<file path="src/hw/rtl/ppmr_pkg.sv">
// ----------------------------------------------------------------------------
// ppmr_pkg: shared types and constants
// Word layouts, register indexes, reading status codes and the
// controller/datapath command and status bundles of the power meter readout.
// ----------------------------------------------------------------------------
package ppmr_pkg;

  localparam int unsigned ScaleW  = 40;
  localparam int unsigned TimeW   = 32;
  localparam int unsigned ValueW  = 32;
  localparam int unsigned CfgIdxW = 3;
  localparam int unsigned CfgW    = 40;

  localparam logic [TimeW-1:0]  ForceZeroUs     = 32'd10_000_000;
  localparam logic [TimeW-1:0]  MsToUs          = 32'd1000;
  localparam logic [TimeW-1:0]  ThreshReset     = 32'd1_000_000;
  localparam logic [15:0]       ModeEveryReset  = 16'd8;
  localparam logic [15:0]       ModeCountMax    = 16'hFFFF;
  localparam logic [2:0]        SensorsReset    = 3'b111;
  localparam logic [1:0]        WarmupTicks     = 2'd2;

  typedef enum logic [CfgIdxW-1:0] {
    CFG_POWER_SCALE   = 3'd0,
    CFG_CURRENT_SCALE = 3'd1,
    CFG_VOLTAGE_SCALE = 3'd2,
    CFG_UPDATE_MS     = 3'd3,
    CFG_MODE_EVERY    = 3'd4,
    CFG_SENSORS       = 3'd5
  } cfg_idx_e;

  typedef enum logic [1:0] {
    RD_UNKNOWN = 2'd0,
    RD_ZERO    = 2'd1,
    RD_NONZERO = 2'd2
  } rd_status_e;

  typedef struct packed {
    logic [TimeW-1:0] now_us;
    logic [TimeW-1:0] power_rise_us;
    logic [TimeW-1:0] power_period_us;
    logic [TimeW-1:0] chan_rise_us;
    logic [TimeW-1:0] chan_period_us;
    logic             chan_period_valid;
  } in_word_t;

  typedef struct packed {
    logic              power_publish;
    logic [ValueW-1:0] power_value;
    logic              chan_publish;
    logic              chan_is_current;
    logic [ValueW-1:0] chan_value;
    logic              select_level;
    logic              clear_chan_capture;
  } out_word_t;

  typedef struct packed {
    logic cap;        // capture input word
    logic div_start;
    logic div_chan;   // divider operands: 0 power, 1 channel
    logic p_load;
    logic c_load;
    logic commit;     // update state, load result register
  } ctrl_cmd_t;

  typedef struct packed {
    logic p_need;
    logic c_need;
    logic div_done;
  } ctrl_sts_t;

endpackage

</file>
<file path="src/hw/rtl/ppmr_if.sv">
// ----------------------------------------------------------------------------
// ppmr_if: valid/ready channels
// Input word channel and result word channel of the power meter readout.
// ----------------------------------------------------------------------------
interface ppmr_in_if;
  logic               valid;
  logic               ready;
  ppmr_pkg::in_word_t data;

  modport source (output valid, output data, input ready);
  modport sink   (input valid, input data, output ready);
endinterface

interface ppmr_out_if;
  logic                valid;
  logic                ready;
  ppmr_pkg::out_word_t data;

  modport source (output valid, output data, input ready);
  modport sink   (input valid, input data, output ready);
endinterface

</file>
<file path="src/hw/rtl/pulse_power_meter_readout_top.sv">
// Flow: an accepted word takes up to two divisions on the shared bit-serial
//   divider, power first, then channel; a new word is accepted only once the
//   last one has been committed to the result register. Warmup words give
//   no result.
// Reset: asynchronous, clears control, mode and status state and loads the
//   register defaults; no clearing pass.
// ----------------------------------------------------------------------------
// pulse_power_meter_readout_top: pulse power meter readout
// Turns pulse periods into power and current/voltage readings, with
// forced-zero, fade-down and channel alternation.
// ----------------------------------------------------------------------------
module pulse_power_meter_readout_top (
  input  logic                          clk_i,
  input  logic                          rst_ni,
  input  logic                          cfg_we_i,
  input  logic [ppmr_pkg::CfgIdxW-1:0]  cfg_idx_i,
  input  logic [ppmr_pkg::CfgW-1:0]     cfg_data_i,
  ppmr_in_if.sink                       in_i,
  ppmr_out_if.source                    out_o
);

  ppmr_pkg::ctrl_cmd_t cmd;
  ppmr_pkg::ctrl_sts_t sts;

  ppmr_ctrl u_ctrl (
    .clk_i       (clk_i),
    .rst_ni      (rst_ni),
    .in_valid_i  (in_i.valid),
    .in_ready_o  (in_i.ready),
    .out_valid_o (out_o.valid),
    .out_ready_i (out_o.ready),
    .sts_i       (sts),
    .cmd_o       (cmd)
  );

  ppmr_dp u_dp (
    .clk_i      (clk_i),
    .rst_ni     (rst_ni),
    .cfg_we_i   (cfg_we_i),
    .cfg_idx_i  (cfg_idx_i),
    .cfg_data_i (cfg_data_i),
    .in_word_i  (in_i.data),
    .cmd_i      (cmd),
    .sts_o      (sts),
    .out_word_o (out_o.data)
  );

endmodule

</file>
<file path="src/hw/rtl/ppmr_div.sv">
// ----------------------------------------------------------------------------
// ppmr_div: saturating scale divider
// Restoring divider, one quotient bit per cycle, 40-bit dividend by 32-bit
// divisor. Quotients above 32 bits saturate, a zero divisor gives zero.
// ----------------------------------------------------------------------------
module ppmr_div (
  input  logic                          clk_i,
  input  logic                          rst_ni,
  input  logic                          start_i,
  input  logic [ppmr_pkg::ScaleW-1:0]   dividend_i,
  input  logic [ppmr_pkg::TimeW-1:0]    divisor_i,
  output logic                          done_o,
  output logic [ppmr_pkg::ValueW-1:0]   quot_o
);

  logic                          busy_q, busy_d;
  logic                          done_q, done_d;
  logic [4:0]                    cnt_q, cnt_d;
  logic [ppmr_pkg::TimeW-1:0]    rem_q, rem_d;
  logic [ppmr_pkg::TimeW-1:0]    dvs_q, dvs_d;
  logic [ppmr_pkg::ValueW-1:0]   quo_q, quo_d;
  logic [ppmr_pkg::TimeW:0]      shifted;
  logic                          qbit;
  logic                          dvs_zero;
  logic                          ovf;

  assign shifted  = {rem_q, quo_q[ppmr_pkg::ValueW-1]};
  assign qbit     = (shifted >= {1'b0, dvs_q});
  assign dvs_zero = (divisor_i == '0);
  // quotient needs more than 32 bits when the top byte alone reaches the divisor
  assign ovf      = ({24'd0, dividend_i[ppmr_pkg::ScaleW-1:ppmr_pkg::ValueW]} >= divisor_i);

  always_comb begin
    busy_d = busy_q;
    done_d = 1'b0;
    cnt_d  = cnt_q;
    rem_d  = rem_q;
    dvs_d  = dvs_q;
    quo_d  = quo_q;
    if (start_i) begin
      dvs_d = divisor_i;
      cnt_d = 5'd31;
      rem_d = {24'd0, dividend_i[ppmr_pkg::ScaleW-1:ppmr_pkg::ValueW]};
      if (dvs_zero) begin
        quo_d  = '0;
        done_d = 1'b1;
      end else if (ovf) begin
        quo_d  = '1;
        done_d = 1'b1;
      end else begin
        quo_d  = dividend_i[ppmr_pkg::ValueW-1:0];
        busy_d = 1'b1;
      end
    end else if (busy_q) begin
      rem_d = qbit ? shifted[ppmr_pkg::TimeW-1:0] - dvs_q : shifted[ppmr_pkg::TimeW-1:0];
      quo_d = {quo_q[ppmr_pkg::ValueW-2:0], qbit};
      if (cnt_q == '0) begin
        busy_d = 1'b0;
        done_d = 1'b1;
      end else begin
        cnt_d = cnt_q - 5'd1;
      end
    end
  end

  always_ff @(posedge clk_i or negedge rst_ni) begin
    if (!rst_ni) begin
      busy_q <= 1'b0;
      done_q <= 1'b0;
      cnt_q  <= '0;
    end else begin
      busy_q <= busy_d;
      done_q <= done_d;
      cnt_q  <= cnt_d;
    end
  end

  always_ff @(posedge clk_i) begin
    rem_q <= rem_d;
    dvs_q <= dvs_d;
    quo_q <= quo_d;
  end

  assign done_o = done_q;
  assign quot_o = quo_q;

endmodule

</file>
<file path="src/hw/rtl/ppmr_dp.sv">
// ----------------------------------------------------------------------------
// ppmr_dp: readout datapath
// Configuration registers, captured word, reading decisions, channel mode
// state, divider and the result register.
// ----------------------------------------------------------------------------
module ppmr_dp (
  input  logic                          clk_i,
  input  logic                          rst_ni,
  input  logic                          cfg_we_i,
  input  logic [ppmr_pkg::CfgIdxW-1:0]  cfg_idx_i,
  input  logic [ppmr_pkg::CfgW-1:0]     cfg_data_i,
  input  ppmr_pkg::in_word_t            in_word_i,
  input  ppmr_pkg::ctrl_cmd_t           cmd_i,
  output ppmr_pkg::ctrl_sts_t           sts_o,
  output ppmr_pkg::out_word_t           out_word_o
);

  // configuration
  logic [ppmr_pkg::ScaleW-1:0] pscale_q, cscale_q, vscale_q;
  logic [ppmr_pkg::TimeW-1:0]  thresh_q;
  logic [15:0]                 every_q;
  logic [2:0]                  sensors_q;

  // state
  ppmr_pkg::rd_status_e        pst_q, cst_q, vst_q;
  logic                        mode_q;
  logic [15:0]                 cnt_q;

  ppmr_pkg::in_word_t          word_q;
  logic [ppmr_pkg::ValueW-1:0] pquot_q, cquot_q;
  ppmr_pkg::out_word_t         out_q;

  logic [ppmr_pkg::TimeW-1:0]  el_p, el_c;
  logic                        p_pres, p_zf, p_fade;
  logic                        c_pres, c_zf, c_fade, c_valid, c_pub, hold;
  ppmr_pkg::rd_status_e        cst_sel;
  logic [ppmr_pkg::ValueW-1:0] p_val, c_val;
  logic [ppmr_pkg::ScaleW-1:0] c_scale, div_dividend;
  logic [ppmr_pkg::TimeW-1:0]  p_dvs, c_dvs, div_divisor;
  logic                        div_done;
  logic [ppmr_pkg::ValueW-1:0] div_quot;
  logic                        toggle_reg;

  always_ff @(posedge clk_i or negedge rst_ni) begin
    if (!rst_ni) begin
      pscale_q  <= '0;
      cscale_q  <= '0;
      vscale_q  <= '0;
      thresh_q  <= ppmr_pkg::ThreshReset;
      every_q   <= ppmr_pkg::ModeEveryReset;
      sensors_q <= ppmr_pkg::SensorsReset;
    end else if (cfg_we_i) begin
      case (cfg_idx_i)
        ppmr_pkg::CFG_POWER_SCALE:   pscale_q  <= cfg_data_i;
        ppmr_pkg::CFG_CURRENT_SCALE: cscale_q  <= cfg_data_i;
        ppmr_pkg::CFG_VOLTAGE_SCALE: vscale_q  <= cfg_data_i;
        // keep the threshold in microseconds; 22 bits of ms times 1000 fit 32 bits
        ppmr_pkg::CFG_UPDATE_MS:
          thresh_q <= ppmr_pkg::TimeW'(cfg_data_i[21:0]) * ppmr_pkg::MsToUs;
        ppmr_pkg::CFG_MODE_EVERY:    every_q   <= cfg_data_i[15:0];
        ppmr_pkg::CFG_SENSORS:       sensors_q <= cfg_data_i[2:0];
        default: ;
      endcase
    end
  end

  // power reading decision
  assign el_p   = word_q.now_us - word_q.power_rise_us;
  assign p_pres = sensors_q[0];
  assign p_zf   = (el_p > ppmr_pkg::ForceZeroUs) || (pst_q == ppmr_pkg::RD_UNKNOWN);
  assign p_fade = (el_p > thresh_q) && (el_p > word_q.power_period_us) &&
                  (pst_q == ppmr_pkg::RD_NONZERO);
  assign p_dvs  = p_fade ? el_p : word_q.power_period_us;
  assign p_val  = (p_pres && !p_zf) ? pquot_q : '0;

  // channel reading decision
  assign el_c    = word_q.now_us - word_q.chan_rise_us;
  assign c_valid = word_q.chan_period_valid;
  assign c_pres  = mode_q ? sensors_q[1] : sensors_q[2];
  assign cst_sel = mode_q ? cst_q : vst_q;
  assign c_scale = mode_q ? cscale_q : vscale_q;
  assign c_zf    = (el_c > ppmr_pkg::ForceZeroUs) || (cst_sel == ppmr_pkg::RD_UNKNOWN);
  assign c_fade  = !c_zf && (el_c > thresh_q) && (el_c > word_q.chan_period_us) &&
                   (cst_sel == ppmr_pkg::RD_NONZERO);
  assign c_dvs   = c_valid ? word_q.chan_period_us : el_c;
  assign c_pub   = c_pres && (c_valid || c_zf || c_fade);
  // no counted mode change without a fresh period (fade-down included), unless forced to zero
  assign hold    = !c_pres || (!c_valid && !c_zf);
  assign c_val   = (c_pres && (c_valid || c_fade)) ? cquot_q : '0;
  assign toggle_reg = !hold && (cnt_q >= every_q);

  assign sts_o.p_need   = p_pres && !p_zf;
  assign sts_o.c_need   = c_pres && (c_valid || c_fade);
  assign sts_o.div_done = div_done;

  assign div_dividend = cmd_i.div_chan ? c_scale : pscale_q;
  assign div_divisor  = cmd_i.div_chan ? c_dvs : p_dvs;

  ppmr_div u_div (
    .clk_i      (clk_i),
    .rst_ni     (rst_ni),
    .start_i    (cmd_i.div_start),
    .dividend_i (div_dividend),
    .divisor_i  (div_divisor),
    .done_o     (div_done),
    .quot_o     (div_quot)
  );

  always_ff @(posedge clk_i) begin
    if (cmd_i.cap)    word_q  <= in_word_i;
    if (cmd_i.p_load) pquot_q <= div_quot;
    if (cmd_i.c_load) cquot_q <= div_quot;
    if (cmd_i.commit) begin
      out_q.power_publish      <= p_pres;
      out_q.power_value        <= p_val;
      out_q.chan_publish       <= c_pub;
      out_q.chan_is_current    <= c_pub & mode_q;
      out_q.chan_value         <= c_pub ? c_val : '0;
      out_q.select_level       <= (!c_pres || toggle_reg) ? ~mode_q : mode_q;
      out_q.clear_chan_capture <= !c_pres || toggle_reg;
    end
  end

  always_ff @(posedge clk_i or negedge rst_ni) begin
    if (!rst_ni) begin
      pst_q  <= ppmr_pkg::RD_UNKNOWN;
      cst_q  <= ppmr_pkg::RD_UNKNOWN;
      vst_q  <= ppmr_pkg::RD_UNKNOWN;
      mode_q <= 1'b0;
      cnt_q  <= '0;
    end else if (cmd_i.commit) begin
      if (p_pres) begin
        pst_q <= (p_val == '0) ? ppmr_pkg::RD_ZERO : ppmr_pkg::RD_NONZERO;
      end
      if (c_pub && mode_q) begin
        cst_q <= (c_val == '0) ? ppmr_pkg::RD_ZERO : ppmr_pkg::RD_NONZERO;
      end
      if (c_pub && !mode_q) begin
        vst_q <= (c_val == '0) ? ppmr_pkg::RD_ZERO : ppmr_pkg::RD_NONZERO;
      end
      // absent channel: flip at once, counter restarts at 1 then counts this tick
      if (!c_pres) begin
        mode_q <= ~mode_q;
        cnt_q  <= 16'd2;
      end else if (toggle_reg) begin
        mode_q <= ~mode_q;
        cnt_q  <= 16'd1;
      end else if (cnt_q != ppmr_pkg::ModeCountMax) begin
        cnt_q  <= cnt_q + 16'd1;
      end
    end
  end

  assign out_word_o = out_q;

endmodule

</file>
<file path="src/hw/rtl/ppmr_ctrl.sv">
// ----------------------------------------------------------------------------
// ppmr_ctrl: readout sequencer
// Warmup count, input/output handshakes and the sequence of power and
// channel divisions for one tick.
// ----------------------------------------------------------------------------
module ppmr_ctrl (
  input  logic                 clk_i,
  input  logic                 rst_ni,
  input  logic                 in_valid_i,
  output logic                 in_ready_o,
  output logic                 out_valid_o,
  input  logic                 out_ready_i,
  input  ppmr_pkg::ctrl_sts_t  sts_i,
  output ppmr_pkg::ctrl_cmd_t  cmd_o
);

  typedef enum logic [5:0] {
    ST_IDLE   = 6'b000001,
    ST_PDIV   = 6'b000010,
    ST_PWAIT  = 6'b000100,
    ST_CDIV   = 6'b001000,
    ST_CWAIT  = 6'b010000,
    ST_COMMIT = 6'b100000
  } state_e;

  state_e     state_q, state_d;
  logic [1:0] warm_q, warm_d;
  logic       out_valid_q, out_valid_d;

  always_comb begin
    state_d     = state_q;
    warm_d      = warm_q;
    cmd_o       = '0;
    out_valid_d = out_valid_q && !out_ready_i;
    case (state_q)
      ST_IDLE: begin
        if (in_valid_i) begin
          if (warm_q < ppmr_pkg::WarmupTicks) begin
            warm_d = warm_q + 2'd1;
          end else begin
            cmd_o.cap = 1'b1;
            state_d   = ST_PDIV;
          end
        end
      end
      ST_PDIV: begin
        if (sts_i.p_need) begin
          cmd_o.div_start = 1'b1;
          state_d         = ST_PWAIT;
        end else begin
          state_d = ST_CDIV;
        end
      end
      ST_PWAIT: begin
        if (sts_i.div_done) begin
          cmd_o.p_load = 1'b1;
          state_d      = ST_CDIV;
        end
      end
      ST_CDIV: begin
        cmd_o.div_chan = 1'b1;
        if (sts_i.c_need) begin
          cmd_o.div_start = 1'b1;
          state_d         = ST_CWAIT;
        end else begin
          state_d = ST_COMMIT;
        end
      end
      ST_CWAIT: begin
        cmd_o.div_chan = 1'b1;
        if (sts_i.div_done) begin
          cmd_o.c_load = 1'b1;
          state_d      = ST_COMMIT;
        end
      end
      ST_COMMIT: begin
        // result register free, or its word leaves this cycle
        if (!out_valid_q || out_ready_i) begin
          cmd_o.commit = 1'b1;
          out_valid_d  = 1'b1;
          state_d      = ST_IDLE;
        end
      end
      default: state_d = ST_IDLE;
    endcase
  end

  always_ff @(posedge clk_i or negedge rst_ni) begin
    if (!rst_ni) begin
      state_q     <= ST_IDLE;
      warm_q      <= '0;
      out_valid_q <= 1'b0;
    end else begin
      state_q     <= state_d;
      warm_q      <= warm_d;
      out_valid_q <= out_valid_d;
    end
  end

  assign in_ready_o  = (state_q == ST_IDLE);
  assign out_valid_o = out_valid_q;

  a_commit_free: assert property (@(posedge clk_i) disable iff (!rst_ni)
    cmd_o.commit |-> (!out_valid_q || out_ready_i))
    else $error("result register overwritten");

  a_commit_shows: assert property (@(posedge clk_i) disable iff (!rst_ni)
    cmd_o.commit |=> out_valid_o)
    else $error("committed word not offered");

  a_done_waiting: assert property (@(posedge clk_i) disable iff (!rst_ni)
    sts_i.div_done |-> (state_q == ST_PWAIT || state_q == ST_CWAIT))
    else $error("divider finished outside a wait state");

  a_warm_bound: assert property (@(posedge clk_i) disable iff (!rst_ni)
    warm_q <= ppmr_pkg::WarmupTicks)
    else $error("warmup count overrun");

endmodule
</file>
<file path="src/flat_wrapper.sv">
// flat-port wrapper written by rule: the top's interface ports become plain ports
module pulse_power_meter_readout_top_flat 
  (clk_i, rst_ni, cfg_we_i, cfg_idx_i, cfg_data_i, in_i_valid, in_i_data, in_i_ready, out_o_valid, out_o_data, out_o_ready);
  ppmr_in_if in_i_i ();
  ppmr_out_if out_o_i ();
  input  logic clk_i;
  input  logic rst_ni;
  input  logic cfg_we_i;
  input  logic [ppmr_pkg::CfgIdxW-1:0] cfg_idx_i;
  input  logic [ppmr_pkg::CfgW-1:0] cfg_data_i;
  input wire logic [$bits(in_i_i.valid)-1:0] in_i_valid;
  input wire logic [$bits(in_i_i.data)-1:0] in_i_data;
  output wire logic [$bits(in_i_i.ready)-1:0] in_i_ready;
  output wire logic [$bits(out_o_i.valid)-1:0] out_o_valid;
  output wire logic [$bits(out_o_i.data)-1:0] out_o_data;
  input wire logic [$bits(out_o_i.ready)-1:0] out_o_ready;
  assign in_i_i.valid = in_i_valid;
  assign in_i_i.data = in_i_data;
  assign in_i_ready = in_i_i.ready;
  assign out_o_valid = out_o_i.valid;
  assign out_o_data = out_o_i.data;
  assign out_o_i.ready = out_o_ready;
  pulse_power_meter_readout_top u_core (.clk_i(clk_i), .rst_ni(rst_ni), .cfg_we_i(cfg_we_i), .cfg_idx_i(cfg_idx_i), .cfg_data_i(cfg_data_i), .in_i(in_i_i), .out_o(out_o_i));
endmodule
</file>
<file path="config.mk">
export PLATFORM = sky130hd
export DESIGN_NAME = pulse_power_meter_readout_top_flat
export DESIGN_NICKNAME = d
export VERILOG_FILES = /design/src/hw/rtl/ppmr_pkg.sv /design/src/hw/rtl/ppmr_if.sv /design/src/hw/rtl/pulse_power_meter_readout_top.sv /design/src/hw/rtl/ppmr_div.sv /design/src/hw/rtl/ppmr_dp.sv /design/src/hw/rtl/ppmr_ctrl.sv /design/src/flat_wrapper.sv
export SDC_FILE = /design/constraint.sdc
export NUM_CORES = 1
export LEC_CHECK = 0
export BUFFER_PORTS_ARGS = -buffer_cell sky130_fd_sc_hd__buf_2
export CAP_MARGIN = 20
export CORE_ASPECT_RATIO = 0.9
export CORE_UTILIZATION = 55
export DETAILED_ROUTE_END_ITERATION = 8
export PLACE_DENSITY = 0.82
export SYNTH_ARGS = -nofsm -noshare
export SYNTH_HDL_FRONTEND = slang
export SYNTH_SLANG_ARGS = --single-unit
</file>
<file path="constraint.sdc">
create_clock -name clk_i -period 10 [get_ports clk_i]
set_input_delay 0.5 -clock clk_i [delete_from_list [all_inputs] [get_ports clk_i]]
set_output_delay 0.5 -clock clk_i [all_outputs]
set_load 0.005 [all_outputs]
</file>
==> impl_metrics.toml, run 1 <==
[outcome]
status = "finished, final reports clean"

[logic_synthesis]
synth_simple_gate_area_share_pct = 10.87
syn_inst = 3174
ys_types = 97
synth_flop_cell = "edfxtp_1"
seq_area_frac_synth_pct = 46.72
synth_edf_count = 366
synth_most_common_cell = "edfxtp_1"
synth_top_area_share_pct = 30.81
synth_area_leader_cell = "edfxtp_1"
async_flop_share_pct = 34.67
synth_xor_area_share_pct = 2.627
synth_top_family_by_area = "adder cells"
ys_warn_count = 0
synth_seq_cells = 597
synth-compound-area-share_pct = 14.21
syn_area_sq_um = 35670
synth-adder-area-share_pct = 15.35
netlist_top_cells_area = "edfxtp_1 31%, dfrtp_1 14%, ha_1 11%"
synth_area_per_cell_sq_um = 11.24
synthTopCellsByCount = "366 x edfxtp_1, 308 x ha_1, 286 x inv_1, 209 x nand2_1, 195 x dfrtp_1"
synth_mux_area_share_pct = 6.040
syn_nets = 3772

[placed_design]
hpwl_um = 68660
place.port_buffers = 279
gp_congestion = 0.9715
postPlaceCellArea_sq_um = 38030

[clocking]
clkLatencyLatePin_ns = 0.68
ctsHtreeMaxLevel = 2
cts_buffers = 61
cts-root-buf = "clkbuf_16"
clock_path_buffers = 3
path_clk_slew_ns = 0.06
clock-sinks = 597
cts_tree = "done"

[run]
drv_cap = 0

[floorplan]
dieArea_sq_um = 65880
die_w_um = 270.4
num_rows = 88
coreArea_sq_um = 64080
ios = 280
die_h_um = 243.6
start_util_pct = 55.67

[timing]
fin_skew_ns = 0.05717
min_period_over_period_pct = 93.64
setup_viol = 0
tns_ns = 0
relSlewSlack_pct = 21.26
rsz0062_at_grt = "no"
tightest_slew_ns = 1.173
clock.fmax_ghz = 0.1068
finalCriticalPeriod_ns = 9.364
slew_violations = 0
hold_viol = 0

[detailed_routing]
wl_um = 94190
viasPerCell = 5.998
dr.pass1.iters = 6
drc_errors = 0
antenna_left = 0
via_count = 26659
wire_per_inst_um = 21.19
drtIter0Drc = 2589

[critical_path]
cp.arrival_ns = 9.78
critPathLaunchType = "register"
worst-path-buf-inv = 3
cp_slowest_cell = "a211oi_1"
path_class = "reg -> reg"
cp_max_fo = 34
critPathCaptureType = "register"
cp_data_required_time_ns = 10.41
critPathMostFrequentCell = "a21oi_1"
max_stage_delay_ns = 0.72
cp_top_family = "compound AO/OA/AOI/OAI gates"

[global_route]
grt_antenna_before_repair = 8
grt_remaining_overflow = 0
grt_first_pass_wirelength_um = 145500
grt_max_degree = 81
first_global_vias = 25894
track_usage_pct = 28.36

[power_and_ir_drop]
p_clk_share_pct = 20.2
pwr-share-seq_pct = 29.9
power.internal_mw = 6.683
p_leak_nw = 17.33
switching_share_pct = 41.70
vdd_drop_max_v = 0.0001912
power_density_nw_per_um2 = 280.4
combPwrFrac_pct = 49.9
p_sw_mw = 4.781

[layout]
design_area_sq_um = 40890
fin_nets = 4129
final.fill_count = 4861
drive_gt1_share_pct = 17.55
fin_util_pct = 63.81
syn_to_final_growth_pct = 14.63

[min_path]
hold_class = "in -> reg"
area by class of cell:
type / count / area, sq um / area share (%)
Clock inverter: 35 / 349.1 / 0.8537
Antenna cell: 6 / 15.01 / 0.03672
Inverter: 288 / 1081 / 2.644
Sequential cell: 597 / 16670 / 40.76
Clock buffer: 81 / 1722 / 4.210
Timing Repair Buffer: 386 / 2421 / 5.921
Multi-Input combinational cell: 2197 / 17570 / 42.96
Tap cell: 855 / 1070 / 2.616
state kept, by name, indices dropped and copies added, names as in the netlist, 2 cells and up:
| name | cells |
|---|---|
| u_core.u_dp.u_div.rem_q | 32 |
| u_core.u_dp.pst_q | 2 |
| u_core.u_dp.sensors_q | 3 |
| u_core.u_dp.vst_q | 2 |
| u_core.u_dp.thresh_q | 29 |
| u_core.u_dp.out_word_o | 69 |
| u_core.u_dp.cst_q | 2 |
| u_core.u_dp.u_div.dvs_q | 32 |
| u_core.u_dp.vscale_q | 40 |
| u_core.u_ctrl.warm_q | 2 |
| u_core.u_dp.pquot_q | 32 |
| u_core.u_dp.cquot_q | 32 |
| u_core.u_dp.every_q | 16 |
| u_core.u_dp.cscale_q | 40 |
| u_core.u_ctrl.state_q | 6 |
| u_core.u_dp.cnt_q | 16 |
| u_core.u_dp.u_div.cnt_q | 5 |
| u_core.u_dp.word_q | 160 |
| u_core.u_dp.pscale_q | 40 |
| u_core.u_dp.u_div.quot_o | 32 |
path summary, 6_finish.rpt:
path / from / to / slack, ns / depth (start not counted)
max: u_core.u_dp.word_q[130] / u_core.u_dp.u_div.quot_o[0] / 0.64 / 36
min: in_i_data[154] / u_core.u_dp.word_q[154] / 0.02 / 1
max reg2reg: u_core.u_dp.word_q[130] / u_core.u_dp.u_div.quot_o[0] / 0.64 / 36
min reg2reg: u_core.u_dp.thresh_q[23] / u_core.u_dp.thresh_q[23] / 0.48 / 2
max in group asynchronous: rst_ni / u_core.u_dp.mode_q / 7.41 / 4
min in group asynchronous: rst_ni / u_core.u_dp.cnt_q[5] / 0.49 / 2
worst register-to-register path: cells and delay by family, from the launching register on:
family	cells	cell delay, ns
AOI/OAI and AO/OA	21	5.44
adders and majority gates	3	0.93
buffers and inverters	3	0.88
DFF	1	0.45
and+or+nand+nor	9	1.42
cell families (layout without fill, tap and decap cells):
kind of cell               after synthesis  count (layout)
adders and majority gates              389             389
AOI/OAI and AO/OA                      735             735
muxes                                  198             198
and+or+nand+nor                        768             768
other                                    0               6
buffers and inverters                  380             790
DFF                                    597             597
xor gates and xnor gates               107             107
per-stage QoR:
step / worst slack [ns] / total power [mW] / hold WS (ns) / std cells
final: 0.6357 / 11.46 / 0.02079 / 4445
after global placement: 1.301 / 8.832 / 0.4609 / 4248
after detailed placement: 0.9112 / 8.952 / 0.4698 / 4248
after CTS: 0.8803 / 11.34 / 0.0001958 / 4436
after global routing: 0.06008 / 12.19 / 0.0009673 / 4444
after floorplan: 2.761 / 7.396 / 0.2044 / 3174
repair_timing:
item,4_1_cts,5_1_grt
hold endpoints to repair,141,0
resized for setup,0,1
hold buffers,72,0
endpoints found under the setup margin,0,9
buffers inserted,0,0
routing by layer:
metal	track usage, %	wire, um
met4	10.67	3477
met5	0	0
met3	5.283	8017
met2	44.95	43450
met1	38.85	39240
layout by cell type (no fill, tap or decap), types with 36 or more instances in the layout:
cell type / count
nor2_1: 160
nor2b_1: 66
fa_1: 81
mux2i_1: 63
a211oi_1: 56
edfxtp_1: 366
nand3_1: 47
nand2_1: 207
and2_1: 54
mux2_2: 134
dlygate4sd3_1: 72
xor2_1: 42
a21o_1: 63
xnor2_1: 65
o21ai_0: 145
clkbuf_16: 63
nand4_1: 52
dfrtp_1: 194
buf_2: 278
inv_1: 285
ha_1: 308
a21oi_1: 181
nor3_1: 36
power groups by stage:
stage | clock, mW | combinational, mW | sequential (mW)
after floorplan | 0 | 4.01 | 3.39
after global placement | 0 | 5.39 | 3.44
after detailed placement | 0 | 5.49 | 3.46
after CTS | 2.35 | 5.57 | 3.42
after global routing | 2.45 | 6.27 | 3.46
final | 2.32 | 5.72 | 3.43
Power figures use the tool's default switching activity.
==> run 2: changes to the inputs <==
- PLACE_DENSITY: 0.82 -> 0.85
==> impl_metrics.toml, run 2 (synthesized netlist as in run 1, its figures left out) <==
[outcome]
status = "finished, final reports clean"

[floorplan]
start_util_pct = 55.67
die_w_um = 270.4
coreArea_sq_um = 64080
die_h_um = 243.6
dieArea_sq_um = 65880
ios = 280
num_rows = 88

[layout]
final.fill_count = 4855
syn_to_final_growth_pct = 12.61
final_common_cell = "edfxtp_1"
drive_gt1_share_pct = 17.50
seq_area_sq_um = 16670
multi_input_area_sq_um = 17560
final_cell_count_no_fill = 4368
fin_nets = 4057
top_register = "u_core.u_dp.word_q"
largest_register_ffs = 160
mostFrequentLayoutCells = "366 x edfxtp_1, 308 x ha_1, 285 x inv_1, 278 x buf_2, 207 x nand2_1"

[timing]
tns_ns = 0
setup_viol = 0
min_period_over_period_pct = 95.24
relSlewSlack_pct = 24.78
hold_viol = 0
finalCriticalPeriod_ns = 9.524
rsz0062_at_grt = "no"
tightest_slew_ns = 1.121
fin_skew_ns = 0.06956
slew_violations = 0
clock.fmax_ghz = 0.1050

[power_and_ir_drop]
p_leak_nw = 17.00
switching_share_pct = 41.55
pwr-share-seq_pct = 29.9
p_sw_mw = 4.754
combPwrFrac_pct = 50.0
power_density_nw_per_um2 = 284.8
vdd_drop_max_v = 0.0002098
p_clk_share_pct = 20.0
power.internal_mw = 6.688

[clocking]
cts_buffers = 59
clock-sinks = 597
cts-resized-gates = 0
cts_tree = "done"
hold_buffers = 3
cts-root-buf = "clkbuf_16"
path_clk_slew_ns = 0.06
clock_path_buffers = 3
clkLatencyLatePin_ns = 0.68
ctsHtreeMaxLevel = 2
post_cts_buffers = 0

[detailed_routing]
antenna_left = 0
dr.pass1.iters = 6
wire_per_inst_um = 21.20
viasPerCell = 6.079
wl_um = 92620
via_count = 26555
drc_errors = 0
drtIter0Drc = 2367

[global_route]
grt_remaining_overflow = 0
track_usage_pct = 27.92
grt_max_degree = 86
grt_first_pass_wirelength_um = 144100
grt_antenna_before_repair = 7
first_global_vias = 25900

[placed_design]
dp.cells = 4245
hpwl_um = 68710
place.port_buffers = 279
gp_congestion = 0.9859

[critical_path]
critPathMostFrequentCell = "a21oi_1"
critPathCaptureType = "register"
cp_slowest_cell = "a211oi_1"
cp_data_required_time_ns = 10.43
max_stage_delay_ns = 0.68
critPathLaunchType = "register"
cp_max_fo = 23
cp.arrival_ns = 9.95
path_class = "reg -> reg"

[run]
drv_cap = 0

[min_path]
hold_class = "in -> reg"
run 2: power groups by stage:
stage / Clock (mW) / Combinational [mW] / Sequential (mW)
finish: 2.29 / 5.73 / 3.42
global placement: 0 / 5.39 / 3.44
CTS: 2.32 / 5.58 / 3.41
floorplan: 0 / 4.01 / 3.39
detailed placement: 0 / 5.52 / 3.46
global route: 2.42 / 6.30 / 3.46
run 2: area by class of cell:
cell class                 instances  area share, %
antenna                            4        0.02492
clock buffer                      77          3.999
clock inverter                    34          1.037
inverter                         288          2.691
multi-input combinational       2197          43.72
sequential                       597          41.49
tap                              855          2.663
timing repair buffer             316          4.376
run 2: worst paths after layout:
kind,cells past startpoint,slack [ns],to,startpoint
worst max-delay path,35,0.48,u_core.u_dp.u_div.quot_o[0],u_core.u_dp.word_q[130]
worst min-delay path,1,0.02,u_core.u_dp.word_q[37],in_i_data[37]
worst max register to register,35,0.48,u_core.u_dp.u_div.quot_o[0],u_core.u_dp.word_q[130]
worst min register to register,2,0.48,u_core.u_dp.thresh_q[13],u_core.u_dp.thresh_q[13]
max in group asynchronous,5,7.78,u_core.u_dp.cscale_q[35],rst_ni
min in group asynchronous,2,0.43,u_core.u_dp.cnt_q[5],rst_ni
run 2: metrics by stage:
| stage | power, mW | cell area [sq um] | utilization, % | hold slack, ns | setup WS, ns |
|---|---|---|---|---|---|
| global route | 12.18 | 40170 | 62.68 | 0.004777 | 0.03454 |
| floorplan | 7.396 | 35670 | - | 0.2044 | 2.761 |
| finish | 11.44 | 40170 | 62.69 | 0.02310 | 0.4756 |
| CTS | 11.32 | 40080 | 62.54 | 0.0002078 | 0.8165 |
| detailed placement | 8.974 | 38020 | 59.34 | 0.4676 | 0.8235 |
| global placement | 8.824 | 38000 | 59.29 | 0.4626 | 1.226 |
run 2: worst max-delay path, delay by kind of cell, from the launching register on:
kind,cells,cell delay (ns)
flip-flops,1,0.47
adder cells (fa/ha/maj),3,0.92
AO/OA/AOI/OAI,21,5.45
AND/OR/NAND/NOR,9,1.87
buffers and inverters,2,0.58
run 2: metal layers:
metal | share of wire (%) | global-route usage (%) | up-vias
li1 | - | - | 12188
met1 | 41 | 37.58 | 12813
met2 | 46 | 44.53 | 1314
met3 | 9.2 | 5.983 | 234
met4 | 3.7 | 10.27 | 6
met5 | 0.033 | 0 | -
